File: src/fbbr_pkg.sv
// ----------------------------------------------------------------------------
// fbbr_pkg: shared types and constants of the flash bad-block remapper
// Transaction payloads, status codes, and controller/datapath handshake structs.
// ----------------------------------------------------------------------------
package fbbr_pkg;

  localparam int DEF_TABLE_DEPTH = 64;

  localparam logic [15:0] END_MARK          = 16'hFFFF;
  localparam logic [15:0] RST_BLOCK_SIZE    = 16'd4096;
  localparam logic [15:0] RST_BLOCKS_IN_USE = 16'h0100;

  localparam logic        CMD_LOAD  = 1'b0;
  localparam logic        CMD_XLATE = 1'b1;

  localparam logic [1:0]  ST_OK    = 2'd0;
  localparam logic [1:0]  ST_RANGE = 2'd1;
  localparam logic [1:0]  ST_LOOP  = 2'd2;

  localparam logic        REG_BLOCK_SIZE    = 1'b0;
  localparam logic        REG_BLOCKS_IN_USE = 1'b1;

  typedef struct packed {
    logic        cmd;
    logic [5:0]  entry_index;
    logic [15:0] entry_value;
    logic [31:0] logical_address;
  } in_item_t;

  typedef struct packed {
    logic [31:0] phys_address;
    logic [15:0] phys_block;
    logic [1:0]  status;
  } out_item_t;

  // controller -> datapath
  typedef struct packed {
    logic       clear_step;
    logic       load;
    logic       accept;
    logic       div_step;
    logic       walk_init;
    logic       walk_next;
    logic       walk_hit;
    logic       mul;
    logic       res_ok;
    logic       res_zero;
    logic [1:0] res_code;
    logic       emit;
  } fbbr_cmd_t;

  // datapath -> controller
  typedef struct packed {
    logic clear_done;
    logic range_bad;
    logic div_last;
    logic i_at_end;
    logic entry_end;
    logic entry_hit;
    logic loop_bound;
  } fbbr_sts_t;

endpackage

File: src/fbbr_dpath.sv
// ----------------------------------------------------------------------------
// fbbr_dpath: remapper datapath
// Config registers, bad-block table memory, serial divider, table walk
// registers, final multiply-add and the output register.
// ----------------------------------------------------------------------------
module fbbr_dpath #(
  parameter int TABLE_DEPTH = fbbr_pkg::DEF_TABLE_DEPTH
) (
  input  logic                clk,
  input  logic                rst,
  input  logic                cfg_wr_en,
  input  logic                cfg_index,
  input  logic [15:0]         cfg_data,
  input  fbbr_pkg::in_item_t  in_data,
  input  fbbr_pkg::fbbr_cmd_t cmd,
  output fbbr_pkg::fbbr_sts_t sts,
  output fbbr_pkg::out_item_t out_data
);
  import fbbr_pkg::*;

  localparam int AW = (TABLE_DEPTH > 1) ? $clog2(TABLE_DEPTH) : 1;
  localparam int CW = $clog2(TABLE_DEPTH + 1);
  localparam int RW = $clog2(TABLE_DEPTH + 2);

  logic [15:0]   block_size;
  logic [15:0]   blocks_in_use;
  logic [31:0]   limit;

  logic [15:0]   mem [TABLE_DEPTH];
  logic [15:0]   rd_data;
  logic          mem_we;
  logic [AW-1:0] mem_wa;
  logic [15:0]   mem_wd;
  logic          slot_ok;

  logic [31:0]   addr_q;     // dividend, becomes quotient
  logic [15:0]   rem;
  logic [4:0]    div_cnt;
  logic [16:0]   trial;
  logic          trial_ge;

  logic [CW-1:0] i_cnt;
  logic [RW-1:0] restarts;
  logic [15:0]   blk;
  logic [31:0]   prod;

  logic [31:0]   res_addr;
  logic [15:0]   res_blk;
  logic [1:0]    res_st;

  always_ff @(posedge clk) begin
    if (rst) begin
      block_size    <= RST_BLOCK_SIZE;
      blocks_in_use <= RST_BLOCKS_IN_USE;
    end else if (cfg_wr_en) begin
      case (cfg_index)
        REG_BLOCK_SIZE:    block_size    <= cfg_data;
        REG_BLOCKS_IN_USE: blocks_in_use <= cfg_data;
        default: ;
      endcase
    end
  end

  always_ff @(posedge clk) begin
    limit <= 32'(block_size) * 32'(blocks_in_use);
  end

  // table memory, one write port, one registered read port
  assign slot_ok = ({26'b0, in_data.entry_index} < 32'(TABLE_DEPTH));
  assign mem_we  = cmd.clear_step | (cmd.load & slot_ok);
  assign mem_wa  = cmd.clear_step ? i_cnt[AW-1:0] : AW'(in_data.entry_index);
  assign mem_wd  = cmd.clear_step ? END_MARK : in_data.entry_value;

  always_ff @(posedge clk) begin
    if (mem_we) begin
      mem[mem_wa] <= mem_wd;
    end
    rd_data <= mem[i_cnt[AW-1:0]];
  end

  // restoring divider, one quotient bit per cycle
  assign trial    = {rem, addr_q[31]};
  assign trial_ge = (trial >= {1'b0, block_size});

  always_ff @(posedge clk) begin
    if (cmd.accept) begin
      addr_q  <= in_data.logical_address;
      rem     <= 16'd0;
      div_cnt <= 5'd0;
    end else if (cmd.div_step) begin
      addr_q  <= {addr_q[30:0], trial_ge};
      rem     <= trial_ge ? 16'(trial - {1'b0, block_size}) : trial[15:0];
      div_cnt <= div_cnt + 5'd1;
    end
  end

  // walk counters; i_cnt also sweeps the table during the clear pass
  always_ff @(posedge clk) begin
    if (rst) begin
      i_cnt    <= '0;
      restarts <= '0;
    end else if (cmd.clear_step || cmd.walk_next) begin
      i_cnt <= i_cnt + CW'(1);
    end else if (cmd.walk_init) begin
      i_cnt    <= '0;
      restarts <= '0;
    end else if (cmd.walk_hit) begin
      i_cnt    <= '0;
      restarts <= restarts + RW'(1);
    end
  end

  always_ff @(posedge clk) begin
    if (cmd.walk_init) begin
      blk <= addr_q[15:0];
    end else if (cmd.walk_hit) begin
      blk <= blocks_in_use + 16'(i_cnt) + 16'd1;
    end
    if (cmd.mul) begin
      prod <= 32'(blk) * 32'(block_size);
    end
  end

  always_ff @(posedge clk) begin
    if (cmd.res_zero) begin
      res_addr <= 32'd0;
      res_blk  <= 16'd0;
      res_st   <= cmd.res_code;
    end else if (cmd.res_ok) begin
      res_addr <= prod + {16'd0, rem};
      res_blk  <= blk;
      res_st   <= ST_OK;
    end
    if (cmd.emit) begin
      out_data.phys_address <= res_addr;
      out_data.phys_block   <= res_blk;
      out_data.status       <= res_st;
    end
  end

  always_comb begin
    sts.clear_done = (i_cnt == CW'(TABLE_DEPTH - 1));
    sts.range_bad  = (addr_q >= limit);
    sts.div_last   = (div_cnt == 5'd31);
    sts.i_at_end   = (i_cnt == CW'(TABLE_DEPTH));
    sts.entry_end  = (rd_data == END_MARK);
    sts.entry_hit  = (rd_data == blk);
    sts.loop_bound = (restarts == RW'(TABLE_DEPTH));
  end

endmodule

File: src/fbbr_ctrl.sv
// ----------------------------------------------------------------------------
// fbbr_ctrl: remapper controller
// Sequences table clear, load, range check, division, table walk and result
// hand-off; owns the input stall and output valid.
// ----------------------------------------------------------------------------
module fbbr_ctrl (
  input  logic                clk,
  input  logic                rst,
  input  logic                in_valid,
  input  logic                in_cmd,
  output logic                in_stall,
  output logic                out_valid,
  input  logic                out_stall,
  input  fbbr_pkg::fbbr_sts_t sts,
  output fbbr_pkg::fbbr_cmd_t cmd
);
  import fbbr_pkg::*;

  typedef enum logic [9:0] {
    S_CLEAR    = 10'b00_0000_0001,
    S_IDLE     = 10'b00_0000_0010,
    S_CHECK    = 10'b00_0000_0100,
    S_DIV      = 10'b00_0000_1000,
    S_WSTART   = 10'b00_0001_0000,
    S_WALK_RD  = 10'b00_0010_0000,
    S_WALK_CMP = 10'b00_0100_0000,
    S_MUL      = 10'b00_1000_0000,
    S_ADD      = 10'b01_0000_0000,
    S_EMIT     = 10'b10_0000_0000
  } state_t;

  state_t state;
  state_t state_next;
  logic   out_valid_next;
  logic   out_free;

  assign in_stall = (state != S_IDLE);
  assign out_free = !out_valid || !out_stall;

  always_comb begin
    state_next = state;
    cmd        = '0;
    case (state)
      S_CLEAR: begin
        cmd.clear_step = 1'b1;
        if (sts.clear_done) state_next = S_IDLE;
      end
      S_IDLE: begin
        if (in_valid) begin
          if (in_cmd == CMD_LOAD) begin
            cmd.load     = 1'b1;
            cmd.res_zero = 1'b1;
            cmd.res_code = ST_OK;
            state_next   = S_EMIT;
          end else begin
            cmd.accept = 1'b1;
            state_next = S_CHECK;
          end
        end
      end
      S_CHECK: begin
        if (sts.range_bad) begin
          cmd.res_zero = 1'b1;
          cmd.res_code = ST_RANGE;
          state_next   = S_EMIT;
        end else begin
          state_next = S_DIV;
        end
      end
      S_DIV: begin
        cmd.div_step = 1'b1;
        if (sts.div_last) state_next = S_WSTART;
      end
      S_WSTART: begin
        cmd.walk_init = 1'b1;
        state_next    = S_WALK_RD;
      end
      S_WALK_RD: begin
        // read address is the slot counter; data is back next cycle
        state_next = sts.i_at_end ? S_MUL : S_WALK_CMP;
      end
      S_WALK_CMP: begin
        if (sts.entry_end) begin
          state_next = S_MUL;
        end else if (sts.entry_hit) begin
          if (sts.loop_bound) begin
            cmd.res_zero = 1'b1;
            cmd.res_code = ST_LOOP;
            state_next   = S_EMIT;
          end else begin
            cmd.walk_hit = 1'b1;
            state_next   = S_WALK_RD;
          end
        end else begin
          cmd.walk_next = 1'b1;
          state_next    = S_WALK_RD;
        end
      end
      S_MUL: begin
        cmd.mul    = 1'b1;
        state_next = S_ADD;
      end
      S_ADD: begin
        cmd.res_ok = 1'b1;
        state_next = S_EMIT;
      end
      S_EMIT: begin
        if (out_free) begin
          cmd.emit   = 1'b1;
          state_next = S_IDLE;
        end
      end
      default: state_next = S_IDLE;
    endcase
  end

  always_comb begin
    if (cmd.emit) begin
      out_valid_next = 1'b1;
    end else if (!out_stall) begin
      out_valid_next = 1'b0;
    end else begin
      out_valid_next = out_valid;
    end
  end

  always_ff @(posedge clk) begin
    if (rst) begin
      state     <= S_CLEAR;
      out_valid <= 1'b0;
    end else begin
      state     <= state_next;
      out_valid <= out_valid_next;
    end
  end

endmodule

File: src/flash_bad_block_remapper.sv
// ----------------------------------------------------------------------------
// flash_bad_block_remapper: logical to physical flash address translation
// Input transactions (in_valid/in_stall) either load one bad-block table slot
// or translate a logical byte address; every transaction returns exactly one
// result on out_valid/out_stall. block_size and blocks_in_use are written
// through cfg_wr_en/cfg_index/cfg_data; the user must write them only while
// the block is idle, as the block itself does not enforce this.
// One transaction is processed at a time; in_stall is high while busy.
// A load writes its slot, if in range, and sets a zero OK result when it is
// accepted, then hands the result on from the emit state. A translate runs
// the range check, the one-bit-per-cycle divider, then the walk, which reads
// the table once per slot and restarts at slot 0 on each remap, then the
// multiply and add. After reset the table is swept to 0xFFFF slot by slot
// with in_stall high; config writes are taken during the sweep. The finished
// result sits in an output register; while the receiver stalls, the next
// transaction can be accepted and processed, and the controller holds its
// result until the output register frees.
// ----------------------------------------------------------------------------
module flash_bad_block_remapper #(
  parameter int TABLE_DEPTH = fbbr_pkg::DEF_TABLE_DEPTH
) (
  input  logic                clk,
  input  logic                rst,
  input  logic                cfg_wr_en,
  input  logic                cfg_index,
  input  logic [15:0]         cfg_data,
  input  logic                in_valid,
  output logic                in_stall,
  input  fbbr_pkg::in_item_t  in_data,
  output logic                out_valid,
  input  logic                out_stall,
  output fbbr_pkg::out_item_t out_data
);
  import fbbr_pkg::*;

  fbbr_cmd_t cmd;
  fbbr_sts_t sts;

  fbbr_ctrl u_ctrl (
    .clk       (clk),
    .rst       (rst),
    .in_valid  (in_valid),
    .in_cmd    (in_data.cmd),
    .in_stall  (in_stall),
    .out_valid (out_valid),
    .out_stall (out_stall),
    .sts       (sts),
    .cmd       (cmd)
  );

  fbbr_dpath #(
    .TABLE_DEPTH (TABLE_DEPTH)
  ) u_dpath (
    .clk       (clk),
    .rst       (rst),
    .cfg_wr_en (cfg_wr_en),
    .cfg_index (cfg_index),
    .cfg_data  (cfg_data),
    .in_data   (in_data),
    .cmd       (cmd),
    .sts       (sts),
    .out_data  (out_data)
  );

endmodule
File: config.mk
export PLATFORM = sky130hd
export DESIGN_NAME = flash_bad_block_remapper
export DESIGN_NICKNAME = d
export VERILOG_FILES = /design/src/fbbr_pkg.sv /design/src/fbbr_dpath.sv /design/src/fbbr_ctrl.sv /design/src/flash_bad_block_remapper.sv
export SDC_FILE = /design/constraint.sdc
export NUM_CORES = 2
export LEC_CHECK = 0
export ABC_AREA = 1
export BUFFER_PORTS_ARGS = -buffer_cell sky130_fd_sc_hd__buf_4
export CAP_MARGIN = 30
export CORE_MARGIN = 4
export CORE_UTILIZATION = 50
export CTS_CLUSTER_DIAMETER = 60
export CTS_CLUSTER_SIZE = 16
export DETAILED_ROUTE_END_ITERATION = 10
export PLACE_DENSITY = 0.72
export SLEW_MARGIN = 15
export SYNTH_ARGS = -nofsm -noshare
export SYNTH_HDL_FRONTEND = slang
export SYNTH_SLANG_ARGS = --single-unit
File: constraint.sdc
create_clock -name clk -period 17.5 [get_ports clk]
set_clock_uncertainty 0.1 [all_clocks]
set_input_delay 0 -clock clk [delete_from_list [all_inputs] [get_ports clk]]
set_output_delay 0 -clock clk [all_outputs]
set_load 0.02 [all_outputs]
==> out/qor.log <==
INFO  status         status=finished clean
INFO  sta            rsz0062_at_grt=no
INFO  critical_path  worstPathMaxFanout=17
INFO  cts            clock_latency=0.76ns
INFO  synth          postSynthCellCount=7,005
INFO  synth          postSynth.asyncResetShare=0
INFO  cts            clockBufferDepth=3
INFO  finish         fraction_of_layout_instances_using_a_drive_strength_above_1=0.0710
INFO  sta            max-slew-margin-rel=0.299
INFO  finish         final_core_util=0.560
INFO  grt            grt_antenna_before_repair=5
INFO  route          drtPass1Iterations=6
INFO  cts            cts.htree.levels=3
INFO  cts            clk_root_buffer_cell=sky130_fd_sc_hd__clkbuf_16
INFO  floorplan      die_x=387um
INFO  sta            hold_slack=0.0368ns
INFO  sta            timing.final.crit_period=6.42ns
INFO  sta            setup_tns=0ns
INFO  route          postRouteAntennaNets=0
INFO  route          routedWlPerCell=22.0um
INFO  route          number_of_vias_in_the_routed_layout=52,100
INFO  floorplan      design.die.area=150,000um^2
INFO  grt            grt_max_degree=199
INFO  sta            setup_viol_count_final=0
INFO  route          via_to_cell_ratio=5.74
INFO  sta            post-route-period-util=0.367
INFO  route          initialDrtViolationCount=5,558
INFO  placed_design  place_inst=8,770
INFO  placed_design  placement.setup.worst_slack=11.12ns
INFO  placed_design  gp_routability_congestion=0.922
INFO  synth          synth_adder_area_share=0.158
INFO  finish         finalNonFillerCells=9,079
INFO  floorplan      number_of_standard_cell_rows_in_the_floorplan=138
INFO  critical_path  setup.worst_path.class=reg -> reg
INFO  route          finalWirelength=199,000um
INFO  synth          synth.mux.area_fraction=0
INFO  synth          count_of_distinct_cell_types_in_the_synthesized_netlist=47
INFO  synth          synth_compound_area_frac=0.0990
INFO  cts            ctsResizeCount=0
INFO  critical_path  timing.critical_path.to_type=flop
INFO  synth          synth_top_flop_cell=sky130_fd_sc_hd__edfxtp_1
INFO  synth          synth_xor_xnor_area_share=0.0119
INFO  synth          post_synth_edffs=1,156
INFO  sta            timing.final.max_slew_violations=0
INFO  flow_run       timing.max_cap.violations=0
INFO  floorplan      die_h=387um
INFO  sta            timing_worst_slew_pin_value=1.05ns
INFO  critical_path  worstPathArrival=6.80ns
INFO  floorplan      io_pins=129
INFO  synth          yosys_warning_count=0
INFO  power_and_ir_drop worst_ir_drop_vdd=0.136mV
INFO  sta            least_setup_slack_across_all_paths_after_layout=11.08ns
INFO  cts            post_cts_clock_slew_at_the_launch_and_capture_registers_of_the_worst_setup_and_hold_paths=0.07ns
INFO  synth          synth_top_family_by_area=adder cells
INFO  finish         mostFrequentLayoutCells=1,183 x sky130_fd_sc_hd__nand2_1, 1,156 x sky130_fd_sc_hd__edfxtp_1, 899 x sky130_fd_sc_hd__inv_1
INFO  finish         layout_commonest_cell=sky130_fd_sc_hd__nand2_1
INFO  synth          synthesis.area_per_instance=10.3um^2
INFO  power_and_ir_drop leak_pwr=32.3nW
INFO  synth          synthesis.area=71,900um^2
INFO  floorplan      start_util=0.506
INFO  synth          ys_seq_elements=1,330
INFO  power_and_ir_drop power_density=110nW/um^2
INFO  worst_hold_path hold_path.class=in -> reg
INFO  synth          postSynthNetCount=7,758
INFO  critical_path  required=17.88ns
INFO  sta            final-hold-violation-count=0
INFO  grt            grt_pass1_vias=51,300
INFO  placed_design  io_buffers=128
INFO  critical_path  crit_path_start_kind=flop
INFO  placed_design  post-dp-hpwl=128,000um
INFO  synth          synth_simple_gate_area_frac=0.130
INFO  cts            cts_tree=yes
INFO  cts            cts_buffers=112
INFO  synth          synth.yosys.seq_area_share=0.531
INFO  finish         nNetsFinal=7,876
INFO  route          drt_drc_violations_left=0
INFO  grt            grt_pass1_wl=303,000um
INFO  finish         synthToLayoutAreaGrowth=10.8%
INFO  grt            total_track_usage=0.260
INFO  sta            max_clock_freq=156MHz
INFO  floorplan      floorplan.core_area=142,000um^2
INFO  cts            clock-sinks=1,330
INFO  grt            global_route.overflow_total=0
worst max-delay path, stage by stage (launching register included):
cell and delay, ns:
sky130_fd_sc_hd__dfxtp_1 0.85, sky130_fd_sc_hd__buf_4 0.40, sky130_fd_sc_hd__nand2_1 0.12, sky130_fd_sc_hd__fa_1 0.55, sky130_fd_sc_hd__inv_1 0.05, sky130_fd_sc_hd__fa_1 0.50, sky130_fd_sc_hd__inv_1 0.05, sky130_fd_sc_hd__fa_1 0.52
sky130_fd_sc_hd__inv_1 0.05, sky130_fd_sc_hd__fa_1 0.45, sky130_fd_sc_hd__fa_1 0.49, sky130_fd_sc_hd__inv_1 0.05, sky130_fd_sc_hd__fa_1 0.47, sky130_fd_sc_hd__inv_1 0.04, sky130_fd_sc_hd__ha_1 0.34, sky130_fd_sc_hd__nand2_1 0.11
sky130_fd_sc_hd__inv_1 0.10, sky130_fd_sc_hd__nand2_1 0.08, sky130_fd_sc_hd__nor3_1 0.22, sky130_fd_sc_hd__nand4_1 0.14, sky130_fd_sc_hd__nand3_1 0.18, sky130_fd_sc_hd__a31oi_1 0.12, sky130_fd_sc_hd__xor2_1 0.16
metrics by stage:
stage	cell area, um^2	power (mW)
2_1_floorplan	71900	5.50
3_3_place_gp	74700	6.24
3_5_place_dp	74800	6.28
4_1_cts	79500	8.79
5_1_grt	79700	9.23
6_report	79700	8.77
area by class of cell:
class                      instances  area, um^2
clock inverter                    50         666
antenna                            5        12.5
fill                           11800       62500
tap                             1890        2360
clock buffer                     125        2920
sequential                      1330       38200
multi-input combinational       4381       28800
inverter                         914        3440
timing repair buffer             384        3340
final timing paths:
kind | from | end | slack (ns) | depth (start not counted)
setup reg to reg | u_dpath.block_size[8]$_SDFFE_PP0P_ | u_dpath.prod[30]$_DFFE_PN_ | 11.08 | 22
setup / recovery | u_dpath.block_size[8]$_SDFFE_PP0P_ | u_dpath.prod[30]$_DFFE_PN_ | 11.08 | 22
hold / removal | cfg_data[6] | u_dpath.blocks_in_use[6]$_SDFFE_PP0P_ | 0.04 | 4
hold reg to reg | u_dpath.res_blk[14]$_SDFFE_PP0P_ | u_dpath.out_data[16]$_DFFE_PP_ | 0.29 | 0
layer usage:
layer	vias to the layer above	track usage	share of wire
met5	-	0	0
met4	0	0.131	0.056
met3	518	0.0464	0.082
met2	2450	0.426	0.48
met1	25600	0.335	0.38
li1	23600	-	-
state kept, by name (all words and copies together) (netlist names):
register,cells
u_ctrl.out_valid,1
u_ctrl.state,10
u_dpath.addr_q,32
u_dpath.blk,16
u_dpath.block_size,16
u_dpath.blocks_in_use,16
u_dpath.div_cnt,5
u_dpath.i_cnt,7
u_dpath.limit,32
u_dpath.mem,1024
u_dpath.out_data,50
u_dpath.prod,32
u_dpath.rd_data,16
u_dpath.rem,16
u_dpath.res_addr,32
u_dpath.res_blk,16
u_dpath.res_st,2
u_dpath.restarts,7
kinds of logic after synthesis:
group,count (synthesis)
XOR/XNOR,98
flip-flops,1330
AND/OR/NAND/NOR,2332
AO/OA/AOI/OAI,1275
adder cells (fa/ha/maj),676
buffers and inverters,1294
where the power goes:
group / internal, mW / switching (mW) / leakage [nW]
registers: 3.69 / 0.128 / 11.8
clock network: 1.30 / 1.21 / 1.74
logic: 0.782 / 1.66 / 18.8
what timing repair did:
action / CTS / global route
hold buffers: 118 / 0
endpoints found under the setup margin: 0 / 0
setup buffers: 0 / 0
hold endpoints to repair: 143 / 0
cell usage after synthesis (29+ instances only):
library cell               instances  share of area
sky130_fd_sc_hd__nand2_1        1185          0.062
sky130_fd_sc_hd__edfxtp_1       1156           0.48
sky130_fd_sc_hd__inv_1           902          0.047
sky130_fd_sc_hd__nor2_1          823          0.043
sky130_fd_sc_hd__o21ai_0         697          0.048
sky130_fd_sc_hd__fa_1            391           0.11
sky130_fd_sc_hd__ha_1            285          0.050
sky130_fd_sc_hd__clkbuf_1        269          0.014
sky130_fd_sc_hd__a21oi_1         214          0.015
sky130_fd_sc_hd__dfxtp_1         174          0.048
sky130_fd_sc_hd__nand3_1         169          0.012
sky130_fd_sc_hd__o22ai_1         165          0.014
sky130_fd_sc_hd__buf_2            81         0.0056
sky130_fd_sc_hd__o211ai_1         56         0.0058
sky130_fd_sc_hd__o221ai_1         56         0.0068
sky130_fd_sc_hd__xor2_1           56         0.0068
sky130_fd_sc_hd__nand4_1          45         0.0039
sky130_fd_sc_hd__xnor2_1          42         0.0051
sky130_fd_sc_hd__or2_2            29         0.0025
Power figures use the tool's default switching activity.
